$ cat src/hw/rtl/msd_fp_less.sv
`default_nettype none

module msd_fp_less (
    input  logic [63:0] a,
    input  logic [63:0] b,
    output logic        less
);
    localparam logic [62:0] INF_MAG = 63'h7FF0000000000000;

    logic [62:0] ma;
    logic [62:0] mb;
    logic        na;
    logic        nb;

    assign ma = a[62:0];
    assign mb = b[62:0];
    assign na = a[63];
    assign nb = b[63];

    // NaN on either side, or two zeros of any sign: not less
    always_comb
    begin
        if (ma > INF_MAG || mb > INF_MAG)
            less = 1'b0;
        else if (ma == '0 && mb == '0)
            less = 1'b0;
        else if (na != nb)
            less = na;
        else if (!na)
            less = ma < mb;
        else
            less = ma > mb;
    end

endmodule

`default_nettype wire

$ cat config.mk
export PLATFORM = sky130hd
export DESIGN_NAME = msd_fp_less
export DESIGN_NICKNAME = d
export VERILOG_FILES = /design/src/hw/rtl/msd_fp_less.sv
export SDC_FILE = /design/constraint.sdc
export NUM_CORES = 1
export LEC_CHECK = 0
export BUFFER_PORTS_ARGS = -buffer_cell sky130_fd_sc_hd__buf_2
export CELL_PAD_IN_SITES_DETAIL_PLACEMENT = 1
export CELL_PAD_IN_SITES_GLOBAL_PLACEMENT = 1
export CORE_MARGIN = 2
export CORE_UTILIZATION = 32
export DETAILED_ROUTE_END_ITERATION = 10
export PLACE_DENSITY = 0.92
export SYNTH_ARGS = -nofsm -noshare
export SYNTH_HDL_FRONTEND = slang
export SYNTH_SLANG_ARGS = --single-unit
$ cat constraint.sdc
create_clock -name vclk -period 3.8
set_input_delay 0.19 -clock vclk [all_inputs]
set_output_delay 0.19 -clock vclk [all_outputs]
set_load 0.01 [all_outputs]
==> results of run 1 <==
worst min path at each step:
stage	end	slack [ps]	start
global route	less	780	a[63]
finish	less	770	a[63]
CTS	less	780	a[63]
global placement	less	770	a[63]
detailed placement	less	770	a[63]
floorplan	less	600	a[63]
cells in the mapped netlist:
cell,count,area [um^2]
a31oi_1,1,6.260
inv_1,66,247.7
a211oi_1,2,15.01
and3_2,1,7.510
and3_1,1,6.260
nand3b_1,1,7.510
nand3_1,11,55.05
o41ai_1,1,8.760
a21oi_1,24,120.1
nand2_1,19,71.32
nor4_1,31,193.9
nand2_2,1,6.260
nor4_2,2,25.02
o31ai_1,2,15.01
o221a_1,1,11.26
a21o_1,2,15.01
o21ai_1,5,25.02
nor3_2,1,10.01
and2_1,1,6.260
a221oi_1,4,35.03
nor2_1,4,15.01
o21ai_0,3,15.01
a221oi_2,2,30.03
o211ai_1,2,15.01
nand4_2,1,12.51
nor3_1,4,20.02
ha_1,63,788.3
nor4_4,1,21.27
and4_1,4,35.03
or4_1,2,15.01
nand4_1,19,118.9
metal layers:
metal / track usage [%] / vias to the layer above / wire length (um)
met1: 22.52 / 1243 / 2923
met3: 3.478 / 17 / 657
met4: 5.574 / 0 / 172
li1: - / 1322 / -
met2: 48.39 / 106 / 4236
met5: 0 / - / 0
area by class of cell:
type                            count  share of cell area (%)
Multi-Input combinational cell    216                   63.62
Timing Repair Buffer              129                   23.79
Inverter                           66                   9.129
Tap cell                           75                   3.458
critical path, delay by kind of cell:
kind | cells | cell delay (ps)
buffers and inverters | 3 | 280
adders and majority gates | 1 | 290
AOI/OAI and AO/OA | 7 | 1290
power by group through the flow:
stage / combinational, mW / clock (mW) / sequential [mW]
after global placement: 0.251 / 0 / 0
final: 0.269 / 0 / 0
after CTS: 0.270 / 0 / 0
after detailed placement: 0.268 / 0 / 0
after global routing: 0.303 / 0 / 0
after floorplan: 0.130 / 0 / 0
placed cells by master (no fill, tap or decap), drive strengths merged:
| cell type | synthesis | layout |
|---|---|---|
| and4 | 4 | 4 |
| nand3 | 11 | 11 |
| nor3 | 5 | 5 |
| a211oi | 2 | 2 |
| nor2 | 4 | 4 |
| nand4 | 20 | 20 |
| nand3b | 1 | 1 |
| nand2 | 20 | 20 |
| nor4 | 34 | 34 |
| o21ai | 8 | 8 |
| o211ai | 2 | 2 |
| inv | 66 | 66 |
| o221a | 1 | 1 |
| a21oi | 24 | 24 |
| o31ai | 2 | 2 |
| buf | 0 | 129 |
| or4 | 2 | 2 |
| a221oi | 6 | 6 |
| ha | 63 | 63 |
| and3 | 2 | 2 |
| a31oi | 1 | 1 |
| o41ai | 1 | 1 |
| a21o | 2 | 2 |
| and2 | 1 | 1 |
kinds of logic after synthesis:
kind of cell | share of synthesized area (%)
AND/OR/NAND/NOR | 31.75
buffers and inverters | 12.55
adder cells (fa/ha/maj) | 39.92
AO/OA/AOI/OAI | 15.78
stage by stage:
step / area (um^2) / utilization [%]
global placement: 2714 / 45.57
CTS: 2714 / 45.57
finish: 2714 / 45.57
global route: 2714 / 45.57
floorplan: 1974 / -
detailed placement: 2714 / 45.57
==> flow_metrics.tcl, run 1 <==
set metrics [dict create \
    worst_ep_arrival_time_ps 2060 \
    p_comb_share_pct 100.0 \
    design.seq.count 0 \
    final_nets 604 \
    cts_resized 0 \
    avgSynthCellArea_um2 7.001 \
    yosysSeqAreaShare_pct 0 \
    initial_core_util_pct 33.15 \
    io_buffers 129 \
    cap_violations 0 \
    num_rows 28 \
    antenna_found_initial 0 \
    multi_input_area_um2 1727 \
    slew_viol_final 0 \
    die_w_um 82.55 \
    grt_overflow 0 \
    p_sw_share_pct 53.81 \
    endpoint_kind "primary output" \
    synth_nets 473 \
    clock_power_share_pct 0 \
    required_ps 3610 \
    hp-class "in -> out" \
    die_h_um 82.55 \
    tightest_slew_ps 439.1 \
    clkbuf_count 0 \
    cp_cell_sequence "buf_2 > inv_1 > ha_1 > a21o_1 > a21o_1 > a221oi_1 > o31ai_1 > a221oi_2 > a21oi_1 > o221a_1 > buf_2" \
    die-area_um2 6815 \
    dp_hpwl_um 7645 \
    p_int_mw 0.1244 \
    crit_type "in -> out" \
    finalCritPeriodShare_pct 59.24 \
    worst_hold_slack_ps 769.2 \
    antennaDiodeCount 0 \
    drc_errors 0 \
    drtIter0Drc 65 \
    max-slew-margin-rel_pct 70.46 \
    area_growth_pct 37.45 \
    holdPathStages 3 \
    finalWorstSetupSlack_ps 1549 \
    preCtsSetupSlack_ps 1529 \
    synthDistinctLibCells 31 \
    fin_crit_ps 2251 \
    routed_wl_um 7989 \
    gp_congestion 0.8392 \
    final.setup.tns_ps 0 \
    syn_area_um2 1974 \
    hold_violations 0 \
    status "finished, final reports clean" \
    fin_cells 486 \
    grt_use_total_pct 22.86 \
    ant_nets 0 \
    leakage_nw 1.593 \
    fmax_mhz 444.2 \
    fill_cells 836 \
    crit_path_start_kind "primary input" \
    drt_first_pass_iters 4 \
    setup_viol 0 \
    peakVddDrop_uv 36.12 \
    rsz0062_at_grt "false" \
    grt_max_degree 5 \
    drive_gt1_share_pct 33.58 \
    ctsHoldBuffers 0 \
    critPathCapture "less" \
    dp_cells 486 \
    cellPowerDensity_nw_per_um2 99.25 \
    syn_inst 282 \
    core-area_um2 5956 \
    total_power_mw 0.2693 \
    cp_max_fo 3 \
    pin_count 129 \
    crit_start "b[60]" \
    grt_first_pass_wirelength_um 12260 \
    grt_pass1_vias 2915 \
    via_count 2688 \
    postCtsSetupBuffers 0 \
    switching_power_mw 0.1449 \
    cpPeakStageDelay_ps 290 \
    regArea_um2 0 \
    wl_per_cell_um 16.44 \
    crit_path_top_delay_cell "ha_1" \
    routed_via_density 5.531 \
    synth_warnings 0 \
    seqPwrFrac_pct 0 \
]
(Power assumes the default switching activity.)
==> run 2, diff against run 1 <==
- CORE_UTILIZATION: 32 -> 30
- PLACE_DENSITY: 0.92 -> 0.87
- clock period: 3.8 -> 2.4 ns (I/O delays scaled with it)
==> run 2 against run 1 <==
Effect of this change: combinational power increased by 56%; largest power group unchanged; largest cell class unchanged; setup slack worse by 1300 ps; first-iteration DRC count decreased by 26%.
==> flow_metrics.tcl, run 2 (synthesis gave the netlist of run 1 again) <==
set metrics [dict create \
    p_int_mw 0.1957 \
    design.seq.count 0 \
    slew_viol_final 0 \
    regArea_um2 0 \
    cts_resized 0 \
    cp_num_cells 11 \
    crit_start "b[60]" \
    cpPeakStageDelay_ps 290 \
    area_growth_pct 37.58 \
    final.setup.tns_ps 0 \
    initial_core_util_pct 31.09 \
    wl_met1_um 3166 \
    tightest_slew_ps 443.9 \
    preCtsSetupSlack_ps 310.6 \
    drive_gt1_share_pct 33.58 \
    cp_num_buf_inv 3 \
    cellPowerDensity_nw_per_um2 154.7 \
    holdPathStages 3 \
    hp-class "in -> out" \
    wl_met2_um 3750 \
    pin_count 129 \
    gp_congestion 0.9543 \
    status "finished, final reports clean" \
    rsz0062_at_grt "false" \
    cp_max_fo 3 \
    stdcell_area_um2 2716 \
    antennaDiodeCount 0 \
    mostFrequentLayoutCells "buf_2 (129), inv_1 (66), ha_1 (63), nor4_1 (31), a21oi_1 (24)" \
    worst_hold_slack_ps 620.2 \
    grt_overflow 0 \
    core-area_um2 6350 \
    drc_errors 0 \
    ctsHoldBuffers 0 \
    clock_power_share_pct 0 \
    hold_violations 0 \
    worst_ep_arrival_time_ps 1990 \
    required_ps 2280 \
    wl_per_cell_um 15.93 \
    routed_wl_um 7776 \
    crit_type "in -> out" \
    setup_viol 0 \
    crit_path_top_delay_cell "ha_1" \
    finalCritPeriodShare_pct 87.86 \
    grt_max_degree 5 \
    finalWorstSetupSlack_ps 291.4 \
    die_w_um 85.13 \
    grt_first_pass_wirelength_um 12830 \
    endpoint_kind "primary output" \
    max-slew-margin-rel_pct 70.14 \
    fin_cells 488 \
    drtIter0Drc 48 \
    fmax_mhz 474.3 \
    ant_nets 0 \
    drt_first_pass_iters 4 \
    dp_cells 488 \
    die_h_um 85.13 \
    critPathCapture "less" \
    dp_hpwl_um 7400 \
    io_buffers 129 \
    seqPwrFrac_pct 0 \
    num_rows 29 \
    cp_top_family "compound AO/OA/AOI/OAI gates" \
    peakVddDrop_uv 60.06 \
    cap_violations 0 \
    crit_path_start_kind "primary input" \
    switching_power_mw 0.2245 \
    leakage_nw 1.593 \
    place_area_um2 2716 \
    wl_met3_um 629 \
    cp_cell_sequence "buf_2 > inv_1 > ha_1 > a21o_1 > a21o_1 > a221oi_1 > o31ai_1 > a221oi_2 > and2_1 > o221a_1 > buf_2" \
    clkbuf_count 0 \
    postCtsSetupBuffers 0 \
    layout_commonest_cell "buf_2" \
    grt_pass1_vias 2880 \
    p_sw_share_pct 53.42 \
    grt_use_total_pct 21.09 \
    antenna_found_initial 0 \
    routed_via_density 5.463 \
    p_comb_share_pct 100.0 \
    fin_crit_ps 2109 \
    die-area_um2 7246 \
    final_nets 604 \
    top_layer_used "met4" \
    via_count 2666 \
]
## run 2: cell counts in the layout (fill, tap and decap cells not counted)
Identical to the previous run, type by type.
## run 2: worst min-delay path by stage
| stage | from | slack [ps] | end |
|---|---|---|---|
| 6_report | a[63] | 620 | less |
| 5_1_grt | a[63] | 670 | less |
| 3_3_place_gp | a[63] | 620 | less |
| 3_5_place_dp | a[63] | 620 | less |
| 2_1_floorplan | a[63] | 460 | less |
| 4_1_cts | a[63] | 620 | less |
## run 2: final cells by class
class	instances	area, um^2
inverter	66	247.7
tap	77	96.34
multi-input combinational	216	1727
fill	881	3633
timing repair buffer	129	645.6
## run 2: worst min-delay path: stages
cell     delay, ps
buf_2           80
o221a_1        160
buf_2          140
## run 2: per-layer routing
layer	vias to the layer above	GRT usage (%)
met1	1220	24.59
met2	105	39.56
met4	0	5.772
met5	-	0
li1	1320	-
met3	21	3.210
## run 2: power groups by stage
stage	combinational [mW]	clock, mW	sequential [mW]
CTS	0.421	0	0
detailed placement	0.419	0	0
finish	0.420	0	0
global placement	0.398	0	0
global route	0.481	0	0
floorplan	0.206	0	0
## run 2: through the flow
stage,power (mW),util (%)
after detailed placement,0.4188,42.78
after global routing,0.4813,42.78
after global placement,0.3983,42.78
final,0.4202,42.78
after CTS,0.4214,42.78
after floorplan,0.2055,-
==> run 3, diff against run 2 <==
- clock period: 2.4 -> 2.2 ns (I/O delays scaled with it)
==> run 3 against run 2 <==
Effect of this change: via count grew 0.19%; die area stayed put; critical path depth shrank 1; count of clock-buffer cells in the layout is the same; final area is 0.88% higher; sequential share of layout area unchanged; non-clock buffer count is the same; total power increased by 12%; first-iteration DRC count shrank 10%; global-route usage is 0.12 points lower; cell count did not move; critical endpoint unchanged; highest routed layer unchanged.
==> flow_metrics.tcl, run 3 (synthesis gave the netlist of run 1 again) <==
set metrics [dict create \
    peakVddDrop_uv 61.23 \
    fmax_mhz 483.2 \
    drc_errors 0 \
    initial_core_util_pct 31.09 \
    wl_met1_um 3318 \
    final.setup.tns_ps 0 \
    die_w_um 85.13 \
    grt_pass1_vias 2796 \
    gp_congestion 0.9641 \
    hp-class "in -> out" \
    cp_max_fo 3 \
    wl_met2_um 3988 \
    max-slew-margin-rel_pct 70.41 \
    wl_met3_um 526 \
    stdcell_area_um2 2740 \
    dp_hpwl_um 7549 \
    postCtsSetupBuffers 0 \
    dp_cells 488 \
    fill_cells 865 \
    tightest_slew_ps 439.7 \
    fin_cells 488 \
    regArea_um2 0 \
    required_ps 2090 \
    grt_overflow 0 \
    setup_viol 0 \
    die_h_um 85.13 \
    antennaDiodeCount 0 \
    ctsHoldBuffers 0 \
    endpoint_kind "primary output" \
    io_buffers 129 \
    crit_path_start_kind "primary input" \
    pin_count 129 \
    drtIter0Drc 43 \
    leakage_nw 1.599 \
    antenna_found_initial 0 \
    finalCritPeriodShare_pct 94.07 \
    routed_via_density 5.473 \
    clkbuf_count 0 \
    area_growth_pct 38.78 \
    grt_first_pass_wirelength_um 12650 \
    cts_resized 0 \
    mostFrequentLayoutCells "buf_2 (129), inv_1 (66), ha_1 (63), nor4_1 (30), a21oi_1 (24)" \
    core-area_um2 6350 \
    num_rows 29 \
    top_layer_used "met4" \
    status "finished, final reports clean" \
    cellPowerDensity_nw_per_um2 171.4 \
    worst_ep_arrival_time_ps 1960 \
    routed_wl_um 7979 \
    via_count 2671 \
    drt_first_pass_iters 4 \
    cap_violations 0 \
    fin_crit_ps 2069 \
    hold_violations 0 \
    crit_type "in -> out" \
    grt_use_total_pct 20.97 \
    design.seq.count 0 \
    slew_viol_final 0 \
    place_area_um2 2716 \
    wl_per_cell_um 16.35 \
    ant_nets 0 \
    layout_commonest_cell "buf_2" \
    drive_gt1_share_pct 34.55 \
    die-area_um2 7246 \
    grt_max_degree 5 \
    rsz0062_at_grt "false" \
    total_power_mw 0.4697 \
    final_nets 604 \
]
run 3: changes by cell type in the layout (fill, tap and decap cells not counted):
cell,change
a221oi_1,-2
a221oi_2,+2
nor4_1,-1
nor4_2,+1
o31ai_1,-1
o31ai_2,+1
run 3: worst max-delay path, stage by stage:
cell      delay [ps]
buf_2            100
inv_1             50
ha_1             310
nand4_1          220
nor3_2           290
and4_1           270
a221oi_2          70
and2_1           160
o221a_1          220
buf_2            140
run 3: final timing paths:
check / startpoint / endpoint / slack [ps] / cells past startpoint
worst min-delay path: a[63] / less / 610 / 3
worst max-delay path: b[62] / less / 130 / 10
run 3: metal layers:
metal	vias to the layer above	global-route usage, %
met1	1244	24.59
met3	12	1.946
met4	0	3.319
met2	94	41.26
li1	1321	-
met5	-	0
run 3: where the power goes:
part           total [mW]  leakage [nW]  internal (mW)  switching [mW]
logic               0.470          1.60          0.217           0.253
registers               0             0              0               0
clock network           0             0              0               0
run 3: per-stage QoR:
| step | setup slack [ps] | utilization, % | hold WS, ps |
|---|---|---|---|
| floorplan | 445.2 | - | 435.2 |
| global placement | 160.6 | 42.78 | 602.5 |
| detailed placement | 92.52 | 42.78 | 606.2 |
| CTS | 88.24 | 42.78 | 606.6 |
| global route | 0.1117 | 43.15 | 620.9 |
| finish | 130.6 | 43.15 | 610.9 |
run 3: area by class of cell:
type,count,area [um^2],area share (%)
well taps,77,96.34,3.516
multi-input cells,216,1750,63.88
repair buffers,129,645.6,23.56
inverters,66,247.7,9.041
